[config.mk]
export PLATFORM = sky130hd
export DESIGN_NAME = ddarc_front
export DESIGN_NICKNAME = d
export VERILOG_FILES = /design/src/rtl/core/ddarc_pkg.sv /design/src/rtl/core/ddarc_front.sv
export SDC_FILE = /design/constraint.sdc
export NUM_CORES = 1
export LEC_CHECK = 0
export ABC_AREA = 1
export BUFFER_PORTS_ARGS = -buffer_cell sky130_fd_sc_hd__buf_2
export CAP_MARGIN = 30
export CORE_ASPECT_RATIO = 1.1
export CORE_MARGIN = 2
export CORE_UTILIZATION = 25
export CTS_CLUSTER_DIAMETER = 40
export CTS_CLUSTER_SIZE = 25
export DETAILED_ROUTE_END_ITERATION = 7
export PLACE_DENSITY = 0.55
export SLEW_MARGIN = 10
export SYNTH_ARGS = -nofsm -noshare
export SYNTH_HDL_FRONTEND = slang
export SYNTH_SLANG_ARGS = --single-unit
[constraint.sdc]
create_clock -name i_clk -period 4.6 [get_ports i_clk]
set_clock_uncertainty 0.05 [all_clocks]
set_input_delay 0.46 -clock i_clk [delete_from_list [all_inputs] [get_ports i_clk]]
set_output_delay 0.46 -clock i_clk [all_outputs]
set_load 0.01 [all_outputs]
[src/rtl/core/ddarc_pkg.sv]
// ----------------------------------------------------------------------------
// ddarc_pkg
// Shared constants, types and register codes of the column raycaster.
// ----------------------------------------------------------------------------
package ddarc_pkg;

    localparam int SCREEN_WIDTH  = 640;
    localparam int SCREEN_HEIGHT = 480;
    localparam int MAP_SIDE      = 64;
    localparam int MAX_STEPS     = 128;

    localparam int MAP_DEPTH = MAP_SIDE * MAP_SIDE;
    localparam int ADDR_W    = $clog2(MAP_DEPTH);
    localparam int STEP_W    = $clog2(MAX_STEPS + 1);
    localparam int CRD_W     = 10;               // signed cell coordinate
    localparam int QDEPTH    = 2;                // front queue entries

    // camera term column*32768/SCREEN_WIDTH = column*CAM_WHOLE + column/5;
    // the column/5 part is a reciprocal multiply, exact for 10-bit columns
    localparam int CAM_WHOLE    = 32768 / SCREEN_WIDTH;
    localparam int CAM_RECIP    = 205;
    localparam int CAM_RECIP_SH = 10;

    localparam logic [31:0] DIST_CAP = 32'hFFFF_FFFF;
    localparam logic [15:0] PERP_CAP = 16'hFFFF;

    // configuration register indexes
    localparam logic [2:0] CFG_PLAYER_X = 3'd0;
    localparam logic [2:0] CFG_PLAYER_Y = 3'd1;
    localparam logic [2:0] CFG_DIR_X    = 3'd2;
    localparam logic [2:0] CFG_DIR_Y    = 3'd3;
    localparam logic [2:0] CFG_PLANE_X  = 3'd4;
    localparam logic [2:0] CFG_PLANE_Y  = 3'd5;

    // request codes
    localparam logic REQ_WRITE = 1'b0;
    localparam logic REQ_CAST  = 1'b1;

    typedef struct packed {
        logic       req_type;
        logic [9:0] column;
        logic [5:0] cell_x;
        logic [5:0] cell_y;
        logic       cell_is_wall;
    } t_item;

    typedef struct packed {
        logic        [13:0] player_x;
        logic        [13:0] player_y;
        logic signed [15:0] dir_x;
        logic signed [15:0] dir_y;
        logic signed [15:0] plane_x;
        logic signed [15:0] plane_y;
    } t_cfg;

    typedef struct packed {
        logic ready;
        logic clearing;
    } t_bk_status;

endpackage

[src/rtl/core/ddarc_front.sv]
// ----------------------------------------------------------------------------
// ddarc_front
// Accepts request words and queues them for the cast engine.
// ----------------------------------------------------------------------------
module ddarc_front (
    input  logic                  i_clk,
    input  logic                  i_rst_n,
    input  logic                  i_start,
    input  ddarc_pkg::t_item      i_item,
    output logic                  o_busy,
    input  ddarc_pkg::t_bk_status i_bk,
    output logic                  o_pop,
    output ddarc_pkg::t_item      o_item
);

    localparam int PTR_W = $clog2(ddarc_pkg::QDEPTH);

    ddarc_pkg::t_item r_q [ddarc_pkg::QDEPTH];
    logic [PTR_W-1:0] r_wp, r_rp;
    logic [PTR_W:0]   r_cnt;
    logic             push;

    assign o_busy = (r_cnt == (PTR_W+1)'(ddarc_pkg::QDEPTH)) || i_bk.clearing;
    assign push   = i_start && !o_busy;
    assign o_pop  = (r_cnt != '0) && i_bk.ready;
    assign o_item = r_q[r_rp];

    always_ff @(posedge i_clk) begin
        if (!i_rst_n) begin
            r_wp  <= '0;
            r_rp  <= '0;
            r_cnt <= '0;
        end else begin
            if (push) begin
                r_wp <= (r_wp == PTR_W'(ddarc_pkg::QDEPTH - 1)) ? '0 : r_wp + 1'b1;
            end
            if (o_pop) begin
                r_rp <= (r_rp == PTR_W'(ddarc_pkg::QDEPTH - 1)) ? '0 : r_rp + 1'b1;
            end
            r_cnt <= r_cnt + (PTR_W+1)'(push) - (PTR_W+1)'(o_pop);
        end
    end

    always_ff @(posedge i_clk) begin
        if (push) begin
            r_q[r_wp] <= i_item;
        end
    end

endmodule

==> results.toml <==
[power]
peakVddDrop_mv = 0.179
comb_power_share = 0.231
p_per_area_nw_per_um2 = 435
seq_power_share = 0.555
power.total_mw = 1.11
p_leak_nw = 1.02
p_int_mw = 0.820
p_clk_frac = 0.214
power_switching_mw = 0.294
sw_frac_of_total = 0.264

[finish]
fillerInstances = 816
drive_above_1_share = 0.503
final_nets = 205
fin_area_um2 = 2560
flow.area_growth_from_synthesis_pct = 22.2
diodes = 0
fin_util = 0.309

[critical_path]
slowest_stage = "dfxtp_2"
critPathKind = "reg2out"
slowest_delay_ps = 870
timing.rr.start = "r_cnt[0]"
reg2reg_to = "r_q[0][17]"
worstSetupEndpointType = "primary output"
cp_cell_sequence = "mux2_2 -> buf_2"
crit_family = "flip-flops"
worstPathMaxFanout = 24
path_buf_inv = 1
start_kind = "register"
r2r_slack_ps = 2810
required_ps = 4090
arrival_ps = 1720
r2r_cells = 5

[logic_synthesis]
synthAdderAreaFrac = 0.0119
synth_top_area_share = 0.688
synth-simple-area-share = 0.0388
synthMuxAreaShare = 0.165
synth.distinct_cells = 14
yosys-top-cells-count = "48 x edfxtp_1, 20 x mux2_4, 10 x inv_1, 10 x nand2_1, 6 x nor2_1"
synth_top_family_by_area = "multiplexers"
synth_area_per_cell_um2 = 18.4
yosysMostFrequentCell = "edfxtp_1"
yosys_most_used_dff = "edfxtp_1"
synth_area_leaders = "edfxtp_1 69%, mux2_4 14%, dfxtp_1 4.8%, mux2_2 2.2%, buf_12 1.9%"
syn-cell-area_um2 = 2090
syn_inst = 114
yosysTopAreaCell = "edfxtp_1"
synth-compound-area-share = 0.00597
async_flop_share = 0
synth_edf_count = 48
synth_seq_cells = 53
ys_seq_area_frac = 0.736
yosys_warnings = 0
syn-num-nets = 145
synthXorXnorAreaFrac = 0

[global_routing]
grt_pass1_wl_um = 5390
grt_overflow = 0
grt_start_max_net_pins = 25
grt_util_all_layers = 0.0770
grt_pass1_vias = 1124
antenna_found_initial = 0

[cts]
cts_tree = "done"
clk_pin_slew_worst_paths_ps = 90
ctsResizeCount = 0
cts_made_buffers = 5
worstSkewPairLatency_ps = 290
clkSinkCount = 53
hold_buffers = 0
cts-root-buf = "clkbuf_8"
post_cts_buffers = 0
cts_max_path_buffers = 2
htreeDepth = 2

[flow_run]
maxCapViolations = 0

[timing]
fmax_ghz = 0.448
finalSetupViolations = 0
final_hold_viol_count = 0
fin_crit_ps = 2230
tightest_slew_ps = 807
slew_headroom = 0.462
tns_ps = 0
slew_violations = 0
rsz0062_at_grt = "no"
finalCritPeriodShare = 0.485

[route]
drt-initial-drc-count = 36
routed_wl_um = 3340
viasPerCell = 3.82
vias = 1092
ant_nets = 0
dr.pass1.iters = 4
drcViolationCount = 0
wl_per_cell_um = 11.7

[die]
core_area_um2 = 8280
die_w_um = 91.3
start_util = 0.253
dieArea_um2 = 9130
rows = 35
chipHeight_um = 100
io_pins = 55

[worst_hold_path]
hold_class = "in2reg"
worstHoldEndpoint = "r_q[0][10]"
hold_start = "i_item[10]"
min_path_cells = 1

[placement]
dpl.hpwl_um = 2440
port-buffer-count = 54
placed_area_um2 = 2480
gp_congestion = 0.667

[run_status]
outcome = "finished clean"
[flip-flops by register name, indices dropped and copies added, names as in the netlist, named ones only]
signal,count
r_rp,1
r_wp,1
r_q,48
r_cnt,2
[worst max path at each step]
stage / slack, ps / depth (start not counted) / end / startpoint
2_1_floorplan: 2460 / 3 / r_q[0][0] / i_bk[0]
3_3_place_gp: 2620 / 4 / r_q[1][14] / i_bk[0]
3_5_place_dp: 2610 / 5 / r_q[0][7] / i_bk[0]
4_1_cts: 2310 / 2 / o_item[12] / register
5_1_grt: 2270 / 2 / o_item[12] / register
6_report: 2370 / 2 / o_item[20] / register
[per-stage QoR]
step	instances	hold slack [ps]	setup slack, ps
6_report	286	301	2370
5_1_grt	286	279	2270
4_1_cts	286	286	2310
3_5_place_dp	278	426	2610
3_3_place_gp	277	422	2620
2_1_floorplan	114	402	2460
[final cells by class]
class	instances	area, µm²	share of cell area
flip-flops and latches	53	1540	0.603
multi-input cells	48	467	0.182
repair buffers	56	293	0.114
well taps	111	139	0.0543
clock buffers	5	68.8	0.0269
inverters	10	37.5	0.0147
clock inverters	3	12.5	0.00489
[per-layer routing]
metal,share of wire,track usage,vias to the layer above,wire length [µm]
li1,-,-,532,-
met1,0.41,0.0856,522,1380
met2,0.52,0.137,36,1730
met4,0.0039,0.0210,0,13
met3,0.063,0.0315,2,212
met5,0,0,-,0
[worst reg2reg max path: stages (launching register included)]
cell     delay [ps]
dfxtp_1         360
inv_1            60
nand2_1          90
nand3_1         130
nor2_2          430
buf_4           350
[layout by cell type (no fill, tap or decap), drive strengths merged]
master,count
a21oi,1
buf,56
clkbuf,5
clkinv,3
dfxtp,5
edfxtp,48
ha,2
inv,10
mux2,24
nand2,10
nand3,3
nand4,1
nor2,6
o21a,1
[power by group through the flow]
| stage | logic [mW] | registers [mW] | clock network (mW) |
|---|---|---|---|
| 2_1_floorplan | 0.226 | 0.595 | 0 |
| 3_3_place_gp | 0.259 | 0.632 | 0 |
| 3_5_place_dp | 0.262 | 0.633 | 0 |
| 4_1_cts | 0.263 | 0.621 | 0.253 |
| 5_1_grt | 0.284 | 0.626 | 0.273 |
| 6_report | 0.257 | 0.619 | 0.239 |
[cell families (layout without fill, tap and decap cells)]
kind of cell | count (synthesis) | count (layout)
flip-flops | 53 | 53
adder cells (fa/ha/maj) | 2 | 2
AND/OR/NAND/NOR | 20 | 20
buffers and inverters | 13 | 74
AO/OA/AOI/OAI | 2 | 2
multiplexers | 24 | 24
(Power assumes the default switching activity.)
